`src/rtl/core/pku_pkg.sv`:
```
// Shared constants, types and step functions of the particle kinematics unit.
// Depends on nothing.
package pku_pkg;

    localparam int SQ_LAT   = 2;
    localparam int SQRT_LAT = 16;
    localparam int LOG_LAT  = 26;
    localparam int HLN_LAT  = LOG_LAT + 4;
    localparam int PIPE_LAT = SQ_LAT + SQRT_LAT + HLN_LAT;

    localparam logic [30:0] MASS_RESET = 31'd65536;
    localparam logic [29:0] LN2_Q30    = 30'd744261118;
    localparam logic [22:0] OUT_MAX    = 23'h3FFFFF;
    localparam logic [22:0] OUT_MIN    = 23'h400000;

    typedef enum logic [1:0] {
        RC_NORMAL,
        RC_BOTH,
        RC_DEN,
        RC_NUM
    } ratio_case_t;

    typedef struct packed {
        logic [35:0] rem;
        logic [31:0] root;
        logic [63:0] rest;
    } sqrt_state_t;

    // one bit of a restoring square root
    function automatic sqrt_state_t sqrt_step(input sqrt_state_t s);
        sqrt_state_t r;
        logic [35:0] rem_sh;
        logic [35:0] trial;
        rem_sh = {s.rem[33:0], s.rest[63:62]};
        trial  = {2'b00, s.root, 2'b01};
        if (rem_sh >= trial)
        begin
            r.rem  = rem_sh - trial;
            r.root = {s.root[30:0], 1'b1};
        end
        else
        begin
            r.rem  = rem_sh;
            r.root = {s.root[30:0], 1'b0};
        end
        r.rest = {s.rest[61:0], 2'b00};
        return r;
    endfunction

    function automatic logic [5:0] top_index(input logic [32:0] x);
        logic [5:0] n;
        n = '0;
        for (int i = 0; i < 33; i++)
        begin
            if (x[i])
                n = 6'(i);
        end
        return n;
    endfunction

endpackage

```
`src/rtl/core/pku_sqrt_pipe.sv`:
```
// Pipelined floor square root of a 64-bit value, two root bits per stage.
// Depends on pku_pkg.
module pku_sqrt_pipe (
    input  logic        clk,
    input  logic        adv,
    input  logic [63:0] radicand,
    output logic [31:0] root
);
    import pku_pkg::*;

    sqrt_state_t st_reg [SQRT_LAT];

    for (genvar g = 0; g < SQRT_LAT; g++)
    begin : g_stage
        sqrt_state_t src;
        sqrt_state_t st_next;
        if (g == 0)
        begin : g_first
            assign src = '{rem: '0, root: '0, rest: radicand};
        end
        else
        begin : g_rest
            assign src = st_reg[g-1];
        end
        assign st_next = sqrt_step(sqrt_step(src));
        always_ff @(posedge clk)
        begin
            if (adv)
                st_reg[g] <= st_next;
        end
    end

    assign root = st_reg[SQRT_LAT-1].root;

endmodule

```
`config.mk`:
```
export PLATFORM = sky130hd
export DESIGN_NAME = pku_sqrt_pipe
export DESIGN_NICKNAME = d
export VERILOG_FILES = /design/src/rtl/core/pku_pkg.sv /design/src/rtl/core/pku_sqrt_pipe.sv
export SDC_FILE = /design/constraint.sdc
export NUM_CORES = 2
export LEC_CHECK = 0
export CAP_MARGIN = 20
export CORE_ASPECT_RATIO = 0.6
export CORE_MARGIN = 2
export CORE_UTILIZATION = 60
export CTS_CLUSTER_SIZE = 24
export DETAILED_ROUTE_END_ITERATION = 6
export DONT_BUFFER_PORTS = 1
export GPL_ROUTABILITY_DRIVEN = 0
export PLACE_DENSITY_LB_ADDON = 0.05
export SYNTH_ARGS = -nofsm -noshare
export SYNTH_HDL_FRONTEND = slang
export SYNTH_SLANG_ARGS = --single-unit
```
`constraint.sdc`:
```
create_clock -name clk -period 7.4 [get_ports clk]
set_input_delay 1.48 -clock clk [delete_from_list [all_inputs] [get_ports clk]]
set_output_delay 1.48 -clock clk [all_outputs]
set_load 0.005 [all_outputs]
```
==> flow_metrics.env <==
export IMPL_start_util_pct=60.6
export IMPL_cap_violations=0
export IMPL_slowest_delay_ns=0.63
export IMPL_synth_common_cells="edfxtp_1 (1239), nor2_1 (670), a21oi_1 (661), nand2_1 (627), ha_1 (558)"
export IMPL_antenna_found_initial=7
export IMPL_h_tree_depth=3
export IMPL_hold_violations=0
export IMPL_cts_hold_fix_buffers=0
export IMPL_crit_slowest_cell="or4b_1"
export IMPL_startpoint_type="flip-flop"
export IMPL_grt_pass1_wl_mm=323
export IMPL_crit_path_end_kind="flip-flop"
export IMPL_core_um2=134000
export IMPL_drv_slew=0
export IMPL_cts_reportedPaths_clkPinSlew_ns=0.06
export IMPL_synth_edf_count=1239
export IMPL_grt_max_degree=1240
export IMPL_clock_fmax_ghz=0.144
export IMPL_synth_area_um2=81400
export IMPL_path_max_fanout=31
export IMPL_ys_seq_area_share_pct=45.7
export IMPL_die_h_um=289
export IMPL_yosys_area_top_type="edfxtp_1"
export IMPL_critPathArrivalTime_ns=7.46
export IMPL_synth_cell_type_count=111
export IMPL_wire_per_inst_um=20.9
export IMPL_cts_buffers=116
export IMPL_setup_violations=0
export IMPL_io_pins=98
export IMPL_clockRootBuffer="clkbuf_16"
export IMPL_portBuffers=0
export IMPL_crit_required_ns=7.93
export IMPL_cts_tree="done"
export IMPL_yosys_warnings=0
export IMPL_clock_path_buffers=3
export IMPL_hold_class="flip-flop to flip-flop"
export IMPL_min_period_over_period_pct=93.6
export IMPL_whs_ns=0.396
export IMPL_ant_nets=0
export IMPL_largest_reg_flops=1239
export IMPL_drive_above_1_share_pct=6.16
export IMPL_rows=104
export IMPL_outcome="complete, no violations"
export IMPL_drc_errors=0
export IMPL_synth_top_cell_area_share_pct=45.7
export IMPL_critPathKind="flip-flop to flip-flop"
export IMPL_clock_skew_ns=0.0648
export IMPL_vias=63100
export IMPL_powerDensity_nw_per_um2=354
export IMPL_dr_pass1_iters=7
export IMPL_die_area_um2=139000
export IMPL_avgSynthCellArea_um2=10.1
export IMPL_rsz0062_at_grt="no"
export IMPL_fin_util_pct=65.1
export IMPL_die_w_um=479
export IMPL_crit_buf_inv=5
export IMPL_tightest_slew_ns=1.41
export IMPL_routed_wl_mm=209
export IMPL_synth_seq_cells=1239
export IMPL_track_usage_pct=29.4
export IMPL_ir_drop_mv=0.315
export IMPL_nNetsFinal=8698
export IMPL_grt_pass1_vias=57000
export IMPL_synth_most_common_cell="edfxtp_1"
export IMPL_overflow=0
export IMPL_clock_sinks=1239
export IMPL_antenna_cells=0
export IMPL_async_flop_share_pct=0
export IMPL_power_leakage_nw=34.0
export IMPL_fin_tns_setup_ns=0
export IMPL_synth_area_leaders="edfxtp_1 (46%), ha_1 (8.6%), xnor2_1 (5.2%), a21oi_1 (4.1%), nor2_1 (3.1%)"
export IMPL_detail_route_iter0_violations=7929
export IMPL_finalPower_mw=30.9
export IMPL_cts_setup_buffers=0
export IMPL_synthFlopType="edfxtp_1"
export IMPL_synthCells=8094
export IMPL_crit_family="simple AND/OR/NAND/NOR gates"
export IMPL_via_per_inst=6.33
export IMPL_cts_resized=0
export IMPL_post_place_ws_ns=0.691
export IMPL_area_growth_pct=7.38
export IMPL_clock_latency_ns=0.78
export IMPL_slew_headroom_pct=5.81
export IMPL_dpl_hpwl_mm=159
export IMPL_worst_slack_ns=0.471
export IMPL_path_cells="inv_1 > ha_1 > nand4_1 > or4_1 > nor4_2 > nor4b_4 > nand3_1 > buf_4 > inv_2 > ha_1 > nor3b_1 > inv_1 > nor3_1 > a211oi_1 > nand3b_1 > o311ai_1 > a211oi_1 > or4b_1 > nor2_4 > inv_2 > nand4b_1 > xor2_1"
export IMPL_finalCriticalPeriod_ns=6.93
## cells in the final DEF (no fill, tap or decap), types with 32 or more instances in the layout
cell type | synthesis | layout
edfxtp_1 | 1239 | 1239
a21o_1 | 234 | 234
o21a_1 | 64 | 64
mux2_2 | 93 | 93
or2_2 | 56 | 56
nor3_1 | 221 | 221
nand2_1 | 627 | 627
nand3_1 | 175 | 175
o211ai_1 | 46 | 46
nand2b_1 | 104 | 104
and2_1 | 43 | 43
a21oi_1 | 661 | 661
o21ai_0 | 438 | 437
mux2i_1 | 32 | 32
xnor2_1 | 481 | 481
o21bai_1 | 74 | 74
nor4_1 | 104 | 103
nor2b_1 | 89 | 89
inv_1 | 510 | 510
a211oi_1 | 69 | 69
buf_4 | 3 | 76
nand4_1 | 132 | 132
ha_1 | 558 | 558
nor2_1 | 670 | 667
and3_1 | 62 | 62
o31ai_1 | 64 | 64
clkbuf_16 | 0 | 116
a31oi_1 | 63 | 63
or4_1 | 54 | 54
or3_1 | 85 | 85
xor2_1 | 284 | 284
## cell type report
class	instances	area, um2
inverter	522	1960
sequential	1239	37200
tap	1802	2250
fill	10700	46900
multi-input combinational	6110	41300
timing repair buffer	85	788
clock buffer	136	2980
clock inverter	77	838
## worst register-to-register path, cell delays in order, from the launching register on
cell and delay [ns]:
edfxtp_1 0.48, inv_1 0.12, ha_1 0.44, nand4_1 0.16, or4_1 0.48, nor4_2 0.56
nor4b_4 0.15, nand3_1 0.18, buf_4 0.37, inv_2 0.22, ha_1 0.39, nor3b_1 0.07
inv_1 0.08, nor3_1 0.05, a211oi_1 0.23, nand3b_1 0.26, o311ai_1 0.46, a211oi_1 0.20
or4b_1 0.63, nor2_4 0.42, inv_2 0.29, nand4b_1 0.20, xor2_1 0.29
## kinds of logic (layout without fill, tap and decap cells)
kind of cell               Yosys count  count (layout)  share of synthesized area, %
AOI/OAI and AO/OA                 2067            2067                          16.2
buffers and inverters              747             820                          3.52
other                                1               3                       0.00461
adders and majority gates          559             559                          8.59
and+or+nand+nor                   2591            2591                          16.0
muxes                              125             125                          1.68
DFF                               1239            1239                          45.7
xor gates and xnor gates           765             765                          8.24
## routing by layer
layer	routed length, um	global-route usage, %	part of all wire (%)	vias up
li1	-	-	-	30100
met1	102000	47.9	49	30100
met2	81300	39.3	39	2730
met3	21900	6.47	10	245
met4	3720	5.73	1.8	0
met5	0	0	0	-
## final timing paths
check                 start              to  slack (ns)  depth (start not counted)
max reg2reg  st_reg[0][971]  st_reg[1][113]        0.47                         22
min reg2reg  st_reg[0][951]   st_reg[1][59]        0.40                          0
max          st_reg[0][971]  st_reg[1][113]        0.47                         22
min          st_reg[0][951]   st_reg[1][59]        0.40                          0
## report_power, final
group,internal (mW),switching (mW),leakage [nW]
clock network,3.32,2.73,1.84
logic,5.88,8.54,20.3
registers,9.41,1.02,11.9
## through the flow
stage / instance area [um2] / instances
2_1_floorplan: 81400 / 8096
3_3_place_gp: 83400 / 9753
3_5_place_dp: 83400 / 9753
4_1_cts: 87200 / 9966
5_1_grt: 87400 / 9971
6_report: 87400 / 9971
Power figures use the tool's default switching activity.
